**config.mk**
```make
export PLATFORM = sky130hd
export DESIGN_NAME = mac_exponential_backoff_queue_top_flat
export DESIGN_NICKNAME = d
export VERILOG_FILES = /design/src/rtl/mebq_pkg.sv /design/src/rtl/mebq_if.sv /design/src/rtl/mac_exponential_backoff_queue_top.sv /design/src/rtl/mebq_cell.sv /design/src/rtl/mebq_backoff.sv /design/src/flat_wrapper.sv
export SDC_FILE = /design/constraint.sdc
export NUM_CORES = 2
export LEC_CHECK = 0
export BUFFER_PORTS_ARGS = -buffer_cell sky130_fd_sc_hd__buf_2
export CORE_ASPECT_RATIO = 1.1
export CORE_MARGIN = 3
export CORE_UTILIZATION = 23
export DETAILED_ROUTE_END_ITERATION = 7
export GPL_TIMING_DRIVEN = 0
export PLACE_DENSITY = 0.43
export SKIP_CTS_REPAIR_TIMING = 1
export SYNTH_ARGS = -nofsm -noshare
export SYNTH_HDL_FRONTEND = slang
export SYNTH_SLANG_ARGS = --single-unit
export TNS_END_PERCENT = 100
```
**constraint.sdc**
```tcl
create_clock -name clk -period 11.55 [get_ports clk]
set_input_delay 1.155 -clock clk [delete_from_list [all_inputs] [get_ports clk]]
set_output_delay 1.155 -clock clk [all_outputs]
set_load 0.02 [all_outputs]
```
**src/rtl/mebq_pkg.sv**
```systemverilog
// Shared constants, codes and types of the MAC exponential backoff queue.
package mebq_pkg;

  localparam int QUEUE_DEPTH_DEF = 16;
  localparam int TIME_BITS_DEF   = 32;

  localparam int OPCODE_W = 3;
  localparam int EVT_W    = 32;
  localparam int RND_W    = 15;
  localparam int SLOT_W   = 16;
  localparam int LIMIT_W  = 4;
  localparam int CTR_W    = 4;
  localparam int QCNT_W   = 5;
  localparam int DROP_W   = 32;
  localparam int ERR_W    = 2;
  localparam int CFG_IDX_W = 1;
  localparam int CFG_DAT_W = 16;

  localparam logic [OPCODE_W-1:0] OP_PUSH    = 3'd0;
  localparam logic [OPCODE_W-1:0] OP_SUCCESS = 3'd1;
  localparam logic [OPCODE_W-1:0] OP_COLL    = 3'd2;
  localparam logic [OPCODE_W-1:0] OP_BUSY_P  = 3'd3;
  localparam logic [OPCODE_W-1:0] OP_BUSY_NP = 3'd4;

  localparam logic [ERR_W-1:0] ERR_OK    = 2'd0;
  localparam logic [ERR_W-1:0] ERR_FULL  = 2'd1;
  localparam logic [ERR_W-1:0] ERR_EMPTY = 2'd2;

  localparam logic [CFG_IDX_W-1:0] REG_SLOT_TICKS  = 1'd0;
  localparam logic [CFG_IDX_W-1:0] REG_RETRY_LIMIT = 1'd1;

  localparam logic [SLOT_W-1:0]  SLOT_RESET  = 16'd512;
  localparam logic [LIMIT_W-1:0] LIMIT_RESET = 4'd10;

  // Commands broadcast to every cell of the queue row.
  typedef struct packed {
    logic shift;   // take the right neighbor's time (pop head)
    logic write;   // load the push time where selected
  } cell_ctl_t;

endpackage

```
**src/rtl/mebq_if.sv**
```systemverilog
// Valid/ready channel interfaces for queue commands and queue status results.
interface mebq_in_if;
  logic                          valid;
  logic                          ready;
  logic [mebq_pkg::OPCODE_W-1:0] opcode;
  logic [mebq_pkg::EVT_W-1:0]    event_time;
  logic [mebq_pkg::RND_W-1:0]    random_bits;

  modport source (output valid, opcode, event_time, random_bits, input ready);
  modport sink   (input valid, opcode, event_time, random_bits, output ready);
endinterface

interface mebq_out_if;
  logic                        valid;
  logic                        ready;
  logic [mebq_pkg::EVT_W-1:0]  head_time;
  logic [mebq_pkg::QCNT_W-1:0] queue_count;
  logic                        dropped_now;
  logic [mebq_pkg::DROP_W-1:0] dropped_total;
  logic [mebq_pkg::ERR_W-1:0]  error_code;

  modport source (output valid, head_time, queue_count, dropped_now, dropped_total,
                  error_code, input ready);
  modport sink   (input valid, head_time, queue_count, dropped_now, dropped_total,
                  error_code, output ready);
endinterface

```
**src/rtl/mac_exponential_backoff_queue_top.sv**
```systemverilog
// Push, success, drop and error commands go from IDLE through EXEC to FIN, which loads the result register.
// Collision and busy commands that raise go through EXEC, ADD and SWEEP to FIN: the raise
// sweep walks the cell row one cell per cycle. FIN waits while a held result is not taken.
// One command at a time: a new command is taken only in IDLE, after FIN has loaded the result.
// Reset: control and counters cleared, config registers set to slot 512, limit 10;
// queue times are undefined until pushed, with no clearing pass.
module mac_exponential_backoff_queue_top #(
  parameter int QUEUE_DEPTH = mebq_pkg::QUEUE_DEPTH_DEF,
  parameter int TIME_BITS   = mebq_pkg::TIME_BITS_DEF
) (
  input  logic                           clk,
  input  logic                           rst_n,
  mebq_in_if.sink                        in_ch,
  mebq_out_if.source                     out_ch,
  input  logic                           cfg_we,
  input  logic [mebq_pkg::CFG_IDX_W-1:0] cfg_index,
  input  logic [mebq_pkg::CFG_DAT_W-1:0] cfg_wdata
);
  import mebq_pkg::*;

  localparam int HC_W  = $clog2(QUEUE_DEPTH + 1);
  localparam int SW_W  = $clog2(QUEUE_DEPTH);
  localparam int ET_WW = TIME_BITS + EVT_W;
  localparam int HQ_WW = HC_W + QCNT_W;

  typedef enum logic [5:0] {
    S_IDLE  = 6'b000001,
    S_EXEC  = 6'b000010,
    S_ADD   = 6'b000100,
    S_SWEEP = 6'b001000,
    S_FIN   = 6'b010000,
    S_SPARE = 6'b100000
  } state_t;

  state_t state_r, state_nxt;

  // Config registers.
  logic [SLOT_W-1:0]  slot_r;
  logic [LIMIT_W-1:0] limit_r;

  // Latched command.
  logic [OPCODE_W-1:0]  op_r;
  logic [TIME_BITS-1:0] et_r;
  logic [RND_W-1:0]     rnd_r;

  // Queue control state.
  logic [HC_W-1:0]   held_r, held_nxt;
  logic [CTR_W-1:0]  coll_r, coll_nxt;
  logic [CTR_W-1:0]  busy_r, busy_nxt;
  logic [DROP_W-1:0] drop_r, drop_nxt;
  logic [ERR_W-1:0]  err_r, err_nxt;
  logic              drop_now_r, drop_now_nxt;
  logic [SW_W-1:0]   sweep_cnt_r, sweep_cnt_nxt;

  // Output register.
  logic              out_valid_r;
  logic [EVT_W-1:0]  out_head_r;
  logic [QCNT_W-1:0] out_qcnt_r;
  logic              out_drop_now_r;
  logic [DROP_W-1:0] out_drop_total_r;
  logic [ERR_W-1:0]  out_err_r;

  logic              in_xfer;
  logic              out_load;
  logic [ET_WW-1:0]  et_wide;
  logic [TIME_BITS-1:0] et_sat;
  logic [TIME_BITS-1:0] time_max;

  cell_ctl_t         cell_ctl;
  logic              bo_load;
  logic              bo_zero;
  logic [TIME_BITS-1:0] bo_base;
  logic [CTR_W-1:0]  sel_ctr;
  logic [CTR_W-1:0]  ctr_inc;
  logic [TIME_BITS-1:0] target_r;
  logic              sweep_go;

  logic [QUEUE_DEPTH-1:0] occ;
  logic [QUEUE_DEPTH-1:0] wr_sel;
  logic [QUEUE_DEPTH-1:0] go_out;
  logic [TIME_BITS-1:0]   tgt_out [QUEUE_DEPTH];
  logic [TIME_BITS-1:0]   cell_val [QUEUE_DEPTH];
  logic [TIME_BITS+EVT_W-1:0] head_wide;
  logic [HQ_WW-1:0]       held_wide;

  // ---------------------------------------------------------------------------
  // Handshakes: take a command only when idle; the output register parts the
  // result side, so a waiting result does not block the next transfer.
  // ---------------------------------------------------------------------------
  assign in_ch.ready = (state_r == S_IDLE);
  assign in_xfer     = in_ch.valid && in_ch.ready;
  assign out_load    = (state_r == S_FIN) && (!out_valid_r || out_ch.ready);

  // Clamp the event time into the internal time width.
  assign time_max = '1;
  assign et_wide  = ET_WW'(in_ch.event_time);
  assign et_sat   = (et_wide > ET_WW'(time_max)) ? time_max : et_wide[TIME_BITS-1:0];

  // ---------------------------------------------------------------------------
  // Configuration writes.
  // ---------------------------------------------------------------------------
  always_ff @(posedge clk) begin
    if (!rst_n) begin
      slot_r  <= SLOT_RESET;
      limit_r <= LIMIT_RESET;
    end else if (cfg_we) begin
      unique case (cfg_index)
        REG_SLOT_TICKS:  slot_r  <= cfg_wdata[SLOT_W-1:0];
        REG_RETRY_LIMIT: limit_r <= cfg_wdata[LIMIT_W-1:0];
        default: ;
      endcase
    end
  end

  // Latch the command on transfer.
  always_ff @(posedge clk) begin
    if (in_xfer) begin
      op_r  <= in_ch.opcode;
      et_r  <= et_sat;
      rnd_r <= in_ch.random_bits;
    end
  end

  // Counter chosen by the backoff command and its incremented value.
  assign sel_ctr = (op_r == OP_COLL) ? coll_r : busy_r;
  assign ctr_inc = sel_ctr + CTR_W'(1);

  // ---------------------------------------------------------------------------
  // Sequencer. EXEC decides the command against the held count and the head;
  // pushes and pops finish there, raises go through ADD and a full SWEEP.
  // ---------------------------------------------------------------------------
  always_comb begin
    state_nxt     = state_r;
    held_nxt      = held_r;
    coll_nxt      = coll_r;
    busy_nxt      = busy_r;
    drop_nxt      = drop_r;
    err_nxt       = err_r;
    drop_now_nxt  = drop_now_r;
    sweep_cnt_nxt = sweep_cnt_r;
    cell_ctl      = '0;
    bo_load       = 1'b0;
    bo_zero       = 1'b0;
    bo_base       = et_r;

    unique case (state_r)
      S_IDLE: begin
        if (in_xfer) begin
          err_nxt      = ERR_OK;
          drop_now_nxt = 1'b0;
          state_nxt    = S_EXEC;
        end
      end
      S_EXEC: begin
        state_nxt = S_FIN;
        unique case (op_r)
          OP_PUSH: begin
            if (held_r >= HC_W'(QUEUE_DEPTH)) begin
              err_nxt = ERR_FULL;
            end else begin
              cell_ctl.write = 1'b1;
              held_nxt       = held_r + HC_W'(1);
            end
          end
          OP_SUCCESS: begin
            if (held_r == '0) begin
              err_nxt = ERR_EMPTY;
            end else begin
              cell_ctl.shift = 1'b1;
              held_nxt       = held_r - HC_W'(1);
              coll_nxt       = '0;
              busy_nxt       = '0;
            end
          end
          OP_COLL, OP_BUSY_NP: begin
            if (held_r == '0) begin
              err_nxt = ERR_EMPTY;
            end else if (sel_ctr >= limit_r) begin
              // Retry limit reached: drop the head and count it.
              cell_ctl.shift = 1'b1;
              held_nxt       = held_r - HC_W'(1);
              coll_nxt       = '0;
              busy_nxt       = '0;
              drop_now_nxt   = 1'b1;
              if (drop_r != '1) begin
                drop_nxt = drop_r + DROP_W'(1);
              end
            end else begin
              if (op_r == OP_COLL) begin
                coll_nxt = ctr_inc;
              end else begin
                busy_nxt = ctr_inc;
                bo_base  = cell_val[0];
              end
              bo_load   = 1'b1;
              state_nxt = S_ADD;
            end
          end
          OP_BUSY_P: begin
            // Raise to the event time itself: zero delay.
            bo_load   = 1'b1;
            bo_zero   = 1'b1;
            state_nxt = S_ADD;
          end
          default: ;
        endcase
      end
      S_ADD: begin
        sweep_cnt_nxt = '0;
        state_nxt     = S_SWEEP;
      end
      S_SWEEP: begin
        // The sweep front reaches cell k when the sweep counter equals k; stop after the last cell.
        sweep_cnt_nxt = sweep_cnt_r + SW_W'(1);
        if (sweep_cnt_r == SW_W'(QUEUE_DEPTH - 1)) begin
          state_nxt = S_FIN;
        end
      end
      S_FIN: begin
        if (out_load) begin
          state_nxt = S_IDLE;
        end
      end
      default: begin
        state_nxt = S_IDLE;
      end
    endcase
  end

  always_ff @(posedge clk) begin
    if (!rst_n) begin
      state_r     <= S_IDLE;
      held_r      <= '0;
      coll_r      <= '0;
      busy_r      <= '0;
      drop_r      <= '0;
      err_r       <= ERR_OK;
      drop_now_r  <= 1'b0;
      sweep_cnt_r <= '0;
    end else begin
      state_r     <= state_nxt;
      held_r      <= held_nxt;
      coll_r      <= coll_nxt;
      busy_r      <= busy_nxt;
      drop_r      <= drop_nxt;
      err_r       <= err_nxt;
      drop_now_r  <= drop_now_nxt;
      sweep_cnt_r <= sweep_cnt_nxt;
    end
  end

  // ---------------------------------------------------------------------------
  // Backoff target: product registered in EXEC, saturated sum ready in SWEEP.
  // ---------------------------------------------------------------------------
  mebq_backoff #(
    .TIME_BITS (TIME_BITS)
  ) u_backoff (
    .clk        (clk),
    .load       (bo_load),
    .zero_delay (bo_zero),
    .base       (bo_base),
    .slot       (slot_r),
    .rnd        (rnd_r),
    .count      (ctr_inc),
    .target_r   (target_r)
  );

  // ---------------------------------------------------------------------------
  // Cell row, head at cell 0. Each cell passes the raise front and the target
  // to its right neighbor every cycle; a pop shifts every time one cell left.
  // ---------------------------------------------------------------------------
  assign sweep_go = (state_r == S_SWEEP) && (sweep_cnt_r == '0);

  for (genvar k = 0; k < QUEUE_DEPTH; k++) begin : g_cell
    logic                 go_in;
    logic [TIME_BITS-1:0] tgt_in;
    logic [TIME_BITS-1:0] nbr_val;

    assign occ[k]    = (held_r > HC_W'(k));
    assign wr_sel[k] = (held_r == HC_W'(k));

    if (k == 0) begin : g_first
      assign go_in  = sweep_go;
      assign tgt_in = target_r;
    end else begin : g_rest
      assign go_in  = go_out[k-1];
      assign tgt_in = tgt_out[k-1];
    end

    if (k == QUEUE_DEPTH - 1) begin : g_last
      assign nbr_val = cell_val[k];
    end else begin : g_inner
      assign nbr_val = cell_val[k+1];
    end

    mebq_cell #(
      .TIME_BITS (TIME_BITS)
    ) u_cell (
      .clk          (clk),
      .rst_n        (rst_n),
      .ctl          (cell_ctl),
      .wr_sel       (wr_sel[k]),
      .occupied     (occ[k]),
      .wr_data      (et_r),
      .next_value   (nbr_val),
      .go_in        (go_in),
      .target_in    (tgt_in),
      .go_out_r     (go_out[k]),
      .target_out_r (tgt_out[k]),
      .value_r      (cell_val[k])
    );
  end

  // ---------------------------------------------------------------------------
  // Result register: load in FIN from the settled queue state.
  // ---------------------------------------------------------------------------
  assign head_wide = (TIME_BITS+EVT_W)'(cell_val[0]);
  assign held_wide = HQ_WW'(held_r);

  always_ff @(posedge clk) begin
    if (!rst_n) begin
      out_valid_r <= 1'b0;
    end else if (out_load) begin
      out_valid_r <= 1'b1;
    end else if (out_ch.ready) begin
      out_valid_r <= 1'b0;
    end
  end

  always_ff @(posedge clk) begin
    if (out_load) begin
      out_head_r       <= (held_r != '0) ? head_wide[EVT_W-1:0] : '0;
      out_qcnt_r       <= held_wide[QCNT_W-1:0];
      out_drop_now_r   <= drop_now_r;
      out_drop_total_r <= drop_r;
      out_err_r        <= err_r;
    end
  end

  assign out_ch.valid         = out_valid_r;
  assign out_ch.head_time     = out_head_r;
  assign out_ch.queue_count   = out_qcnt_r;
  assign out_ch.dropped_now   = out_drop_now_r;
  assign out_ch.dropped_total = out_drop_total_r;
  assign out_ch.error_code    = out_err_r;

  // ---------------------------------------------------------------------------
  // Assertions.
  // ---------------------------------------------------------------------------
  a_held_bound: assert property (@(posedge clk) disable iff (!rst_n)
    held_r <= HC_W'(QUEUE_DEPTH))
    else $error("held count above queue depth");

  a_held_only_exec: assert property (@(posedge clk) disable iff (!rst_n)
    (state_r != S_EXEC) |=> $stable(held_r))
    else $error("held count changed outside command decode");

  a_sweep_start: assert property (@(posedge clk) disable iff (!rst_n)
    (state_r == S_ADD) |=> (state_r == S_SWEEP) && (sweep_cnt_r == '0))
    else $error("raise sweep did not start from the head cell");

  a_drop_clears: assert property (@(posedge clk) disable iff (!rst_n)
    (state_r == S_EXEC) && drop_now_nxt |=> (coll_r == '0) && (busy_r == '0)
      && drop_now_r)
    else $error("drop did not clear retry counters");

endmodule

```
**src/rtl/mebq_cell.sv**
```systemverilog
// One queue cell: holds a ready time, shifts toward the head, raises on a passing sweep.
module mebq_cell #(
  parameter int TIME_BITS = mebq_pkg::TIME_BITS_DEF
) (
  input  logic                 clk,
  input  logic                 rst_n,
  input  mebq_pkg::cell_ctl_t  ctl,
  input  logic                 wr_sel,
  input  logic                 occupied,
  input  logic [TIME_BITS-1:0] wr_data,
  input  logic [TIME_BITS-1:0] next_value,
  input  logic                 go_in,
  input  logic [TIME_BITS-1:0] target_in,
  output logic                 go_out_r,
  output logic [TIME_BITS-1:0] target_out_r,
  output logic [TIME_BITS-1:0] value_r
);
  import mebq_pkg::*;

  logic raise;

  assign raise = go_in && occupied && (value_r < target_in);

  always_ff @(posedge clk) begin
    if (ctl.shift) begin
      value_r <= next_value;
    end else if (ctl.write && wr_sel) begin
      value_r <= wr_data;
    end else if (raise) begin
      value_r <= target_in;
    end
    target_out_r <= target_in;
  end

  // Hand the sweep on only while times keep being raised.
  always_ff @(posedge clk) begin
    if (!rst_n) begin
      go_out_r <= 1'b0;
    end else begin
      go_out_r <= raise;
    end
  end

endmodule

```
**src/rtl/mebq_backoff.sv**
```systemverilog
// Backoff target: slot times masked random, registered product, saturating add.
module mebq_backoff #(
  parameter int TIME_BITS = mebq_pkg::TIME_BITS_DEF
) (
  input  logic                          clk,
  input  logic                          load,
  input  logic                          zero_delay,
  input  logic [TIME_BITS-1:0]          base,
  input  logic [mebq_pkg::SLOT_W-1:0]   slot,
  input  logic [mebq_pkg::RND_W-1:0]    rnd,
  input  logic [mebq_pkg::CTR_W-1:0]    count,
  output logic [TIME_BITS-1:0]          target_r
);
  import mebq_pkg::*;

  localparam int PROD_W = SLOT_W + RND_W;
  localparam int SUM_W  = ((TIME_BITS > PROD_W) ? TIME_BITS : PROD_W) + 1;

  logic [RND_W:0]          mask_full;
  logic [RND_W-1:0]        masked;
  logic [PROD_W-1:0]       product_r;
  logic [TIME_BITS-1:0]    base_r;
  logic [SUM_W-1:0]        sum;
  logic [TIME_BITS-1:0]    time_max;

  assign mask_full = ((RND_W+1)'(1) << count) - (RND_W+1)'(1);
  assign masked    = zero_delay ? '0 : (rnd & mask_full[RND_W-1:0]);
  assign time_max  = '1;

  always_ff @(posedge clk) begin
    if (load) begin
      product_r <= PROD_W'(slot) * PROD_W'(masked);
      base_r    <= base;
    end
  end

  assign sum = SUM_W'(base_r) + SUM_W'(product_r);

  // Clamp at the largest time.
  always_ff @(posedge clk) begin
    target_r <= (sum > SUM_W'(time_max)) ? time_max : sum[TIME_BITS-1:0];
  end

endmodule
```
**src/flat_wrapper.sv**
```systemverilog
// flat-port wrapper written by rule: the top's interface ports become plain ports
module mac_exponential_backoff_queue_top_flat import mebq_pkg::*;
#(
  parameter int QUEUE_DEPTH = mebq_pkg::QUEUE_DEPTH_DEF,
  parameter int TIME_BITS   = mebq_pkg::TIME_BITS_DEF
)
  (clk, rst_n, cfg_we, cfg_index, cfg_wdata, in_ch_valid, in_ch_opcode, in_ch_event_time, in_ch_random_bits, in_ch_ready, out_ch_valid, out_ch_head_time, out_ch_queue_count, out_ch_dropped_now, out_ch_dropped_total, out_ch_error_code, out_ch_ready);
  mebq_in_if in_ch_i ();
  mebq_out_if out_ch_i ();
  input  logic clk;
  input  logic rst_n;
  input  logic cfg_we;
  input  logic [mebq_pkg::CFG_IDX_W-1:0] cfg_index;
  input  logic [mebq_pkg::CFG_DAT_W-1:0] cfg_wdata;
  input wire logic [$bits(in_ch_i.valid)-1:0] in_ch_valid;
  input wire logic [$bits(in_ch_i.opcode)-1:0] in_ch_opcode;
  input wire logic [$bits(in_ch_i.event_time)-1:0] in_ch_event_time;
  input wire logic [$bits(in_ch_i.random_bits)-1:0] in_ch_random_bits;
  output wire logic [$bits(in_ch_i.ready)-1:0] in_ch_ready;
  output wire logic [$bits(out_ch_i.valid)-1:0] out_ch_valid;
  output wire logic [$bits(out_ch_i.head_time)-1:0] out_ch_head_time;
  output wire logic [$bits(out_ch_i.queue_count)-1:0] out_ch_queue_count;
  output wire logic [$bits(out_ch_i.dropped_now)-1:0] out_ch_dropped_now;
  output wire logic [$bits(out_ch_i.dropped_total)-1:0] out_ch_dropped_total;
  output wire logic [$bits(out_ch_i.error_code)-1:0] out_ch_error_code;
  input wire logic [$bits(out_ch_i.ready)-1:0] out_ch_ready;
  assign in_ch_i.valid = in_ch_valid;
  assign in_ch_i.opcode = in_ch_opcode;
  assign in_ch_i.event_time = in_ch_event_time;
  assign in_ch_i.random_bits = in_ch_random_bits;
  assign in_ch_ready = in_ch_i.ready;
  assign out_ch_valid = out_ch_i.valid;
  assign out_ch_head_time = out_ch_i.head_time;
  assign out_ch_queue_count = out_ch_i.queue_count;
  assign out_ch_dropped_now = out_ch_i.dropped_now;
  assign out_ch_dropped_total = out_ch_i.dropped_total;
  assign out_ch_error_code = out_ch_i.error_code;
  assign out_ch_i.ready = out_ch_ready;
  mac_exponential_backoff_queue_top #(.QUEUE_DEPTH(QUEUE_DEPTH), .TIME_BITS(TIME_BITS)) u_core (.clk(clk), .rst_n(rst_n), .in_ch(in_ch_i), .out_ch(out_ch_i), .cfg_we(cfg_we), .cfg_index(cfg_index), .cfg_wdata(cfg_wdata));
endmodule
```
==> reports/results.txt <==
Leakage Power: 33.8 nW
Period utilization: 0.929
Initial antenna violation count: 22
Number of synthesized flops with an enable pin: 697
Main synth FF type: edfxtp_1
PortBufs: 145
Warnings, synthesis: 0
Placed cells: 10600
Synth cell count leaders: nand2_1, inv_1, edfxtp_1
Placer Congestion: 0.838
Die Area: 307000 µm²
Post-synth top area share: 0.303
Largest area contributor in the synthesized netlist: edfxtp_1
Die height: 581 µm
Cell Area, Synth: 69200 µm²
CP startpoint: u_core.op_r[1]
Switching share of total power: 0.240
Core ar.: 298000 µm²
Routed Antenna Nets: 0
Skew final: 80.8 ps
Final min period: 10730 ps
Reg-to-Reg Start: u_core.op_r[1]
Max_cap viols: 0
Fraction of registers with async set/reset: 0
Vias in the first global route: 49900
Cell with the most instances after synthesis: nand2_1
Crit start category: flop
Finish-stage setup viols: 0
Comb power frac: 0.052
CTS tree: built
Clock power share: 0.474
CP most frequent cell: fa_1
Fmax: 93.2 MHz
Syn_nets: 7395
Initial Utilization: 0.232
P_int: 8.05 mW
GR Util All Layers: 0.142
Sw power: 2.55 mW
# DRC: 0
Setup slack at placement: 810 ps
Routed WL: 224000 µm
Seq pwr share: 0.474
Crit-path max cell delay: 610 ps
Required @ worst endpoint: 12070 ps
Cell Count, Final, Fillers Out: 10900
Vias/cell: 4.40
Maximum vdd drop: 119 µV
Synthesized area per cell: 10.6 µm²
Setup ws final: 821 ps
Sequential fraction of the synthesis area: 0.478
H-tree levels: 4
CTS buffer count: 160
Post-layout nets: 7721
Vias: 47800
Io pins: 146
Critical path class: reg2reg
CP endpoint kind: flop
Clock Pin Slew Worst Setup and Hold Paths: 60 ps
Synthesis-to-finish area growth: 16.0%
Worst Hold Class: reg2reg
Unique masters post-synth: 84
Power Total: 10.6 mW
R2r setup slk: 820 ps
Max-slew violations: 0
Pin count of the biggest net entering global routing: 43
Slew margin rel.: 0.0605
Layout cells sized above 1: 0.0833
Longest Clk Path Bufs: 4
Die width: 529 µm
Status: finished, final reports clean
GR Overflow Total: 0
RR Endpoint: u_core.u_backoff.product_r[28]
First-pass GRT wire length: 331000 µm
Synth Register Bits: 1302
RSZ-0062 raised after global routing: false
Critical Path End: u_core.u_backoff.product_r[28]
Row count: 210
CP max FO: 10
Final Hold Vio Count: 0
Worst EP arrival: 11250 ps
Drt pass-1 iters: 5
Worst Reg2Reg Path Length in Cells: 33
Pwr/cell area: 132 nW/µm²
Clk sinks: 1302
Clock latency at the later pin of the worst-skew pair: 840 ps
Detailed router's first-iteration violation count: 3004
WL per Instance: 20.6 µm
Hpwl dp: 176000 µm
Slew @ Worst Pin: 1400 ps
CTS Root Cell: clkbuf_16
Cells after synthesis: 6502
CP max stage cell: nor3b_4
Largest cells by area after synthesis: edfxtp_1, dfxtp_1, ha_1
Hold_ws: 328 ps
## area by class of cell
cell class | instances | area [µm²]
clock inverter | 44 | 495
timing repair buffer | 164 | 1020
multi-input combinational | 4142 | 32100
tap | 3922 | 4910
clock buffer | 238 | 4560
sequential | 1302 | 33000
antenna | 5 | 12.5
buffer | 298 | 1230
inverter | 760 | 2860
fill | 31400 | 218000
## registers in the layout, summed over array words and instances (netlist names), 2 cells and up
name,cells
u_core.out_ch.dropped_total,32
u_core.drop_r,32
u_core.g_cell.u_cell.target_out_r,480
u_core.g_cell.u_cell.value_r,512
u_core.slot_r,16
u_core.u_backoff.base_r,32
u_core.state_r,5
u_core.op_r,3
u_core.g_cell.u_cell.go_out_r,15
u_core.busy_r,4
u_core.out_ch.error_code,2
u_core.out_ch.queue_count,5
u_core.u_backoff.product_r,31
u_core.coll_r,4
u_core.rnd_r,15
u_core.sweep_cnt_r,4
u_core.err_r,2
u_core.held_r,5
u_core.limit_r,4
u_core.out_ch.head_time,32
u_core.et_r,32
u_core.u_backoff.target_r,32
## worst min-delay path by stage
stage / start / cells after the start / to / slack [ps]
finish: u_core.g_cell[2].u_cell.target_out_r[7] / 0 / u_core.g_cell[3].u_cell.target_out_r[7] / 330
global route: u_core.u_backoff.target_r[20] / 0 / u_core.g_cell[0].u_cell.target_out_r[20] / 330
CTS: u_core.u_backoff.target_r[20] / 0 / u_core.g_cell[0].u_cell.target_out_r[20] / 320
detailed placement: u_core.g_cell[6].u_cell.target_out_r[23] / 0 / u_core.g_cell[7].u_cell.target_out_r[23] / 360
global placement: u_core.g_cell[8].u_cell.target_out_r[20] / 0 / u_core.g_cell[9].u_cell.target_out_r[20] / 360
floorplan: u_core.g_cell[9].u_cell.target_out_r[10] / 0 / u_core.g_cell[10].u_cell.target_out_r[10] / 350
## cells in the final DEF (no fill, tap or decap), drive strengths merged, types with 161 or more instances in the layout
| cell type | instances |
|---|---|
| dfxtp | 605 |
| inv | 766 |
| a21oi | 228 |
| ha | 640 |
| buf | 260 |
| fa | 181 |
| o21ai | 610 |
| mux2i | 493 |
| a21o | 181 |
| edfxtp | 697 |
| clkbuf | 439 |
| nand2 | 782 |
| nor2 | 161 |
| and2 | 177 |
## worst max-delay path: cells and delay by family, from the launching register on
family	cells	cell delay [ps]
AND/OR/NAND/NOR	6	1600
buffers and inverters	5	1070
AO/OA/AOI/OAI	10	2550
XOR/XNOR	2	490
multiplexers	1	470
flip-flops	1	540
adder cells (fa/ha/maj)	9	3700
## cells by family after synthesis
kind of cell               share of synthesized area
adders and majority gates                      0.168
muxes                                         0.0824
xor gates and xnor gates                      0.0111
DFF                                            0.478
AOI/OAI and AO/OA                              0.100
buffers and inverters                         0.0591
and+or+nand+nor                                0.101
## per-stage QoR
stage / util / setup TNS, ps / area [µm²]
CTS: 0.269 / 0 / 80200
floorplan: - / 0 / 69200
global placement: 0.251 / -135340 / 74800
finish: 0.269 / 0 / 80200
global route: 0.269 / 0 / 80200
detailed placement: 0.252 / 0 / 75200
## routing by layer
| layer | track usage | vias up | routed length (µm) |
|---|---|---|---|
| li1 | - | 23100 | - |
| met1 | 0.179 | 23500 | 98500 |
| met2 | 0.254 | 934 | 111000 |
| met3 | 0.0180 | 299 | 7500 |
| met4 | 0.0402 | 2 | 6250 |
| met5 | 0 | - | 13 |
## power groups by stage
stage	combinational [mW]	clock, mW	sequential (mW)
2_1_floorplan	0.303	0	5.09
3_3_place_gp	0.546	0	5.13
3_5_place_dp	0.557	0	5.13
4_1_cts	0.561	5.18	5.03
5_1_grt	0.607	5.35	5.04
6_report	0.547	5.03	5.03
Note: power is estimated with default switching activity, not from simulation.
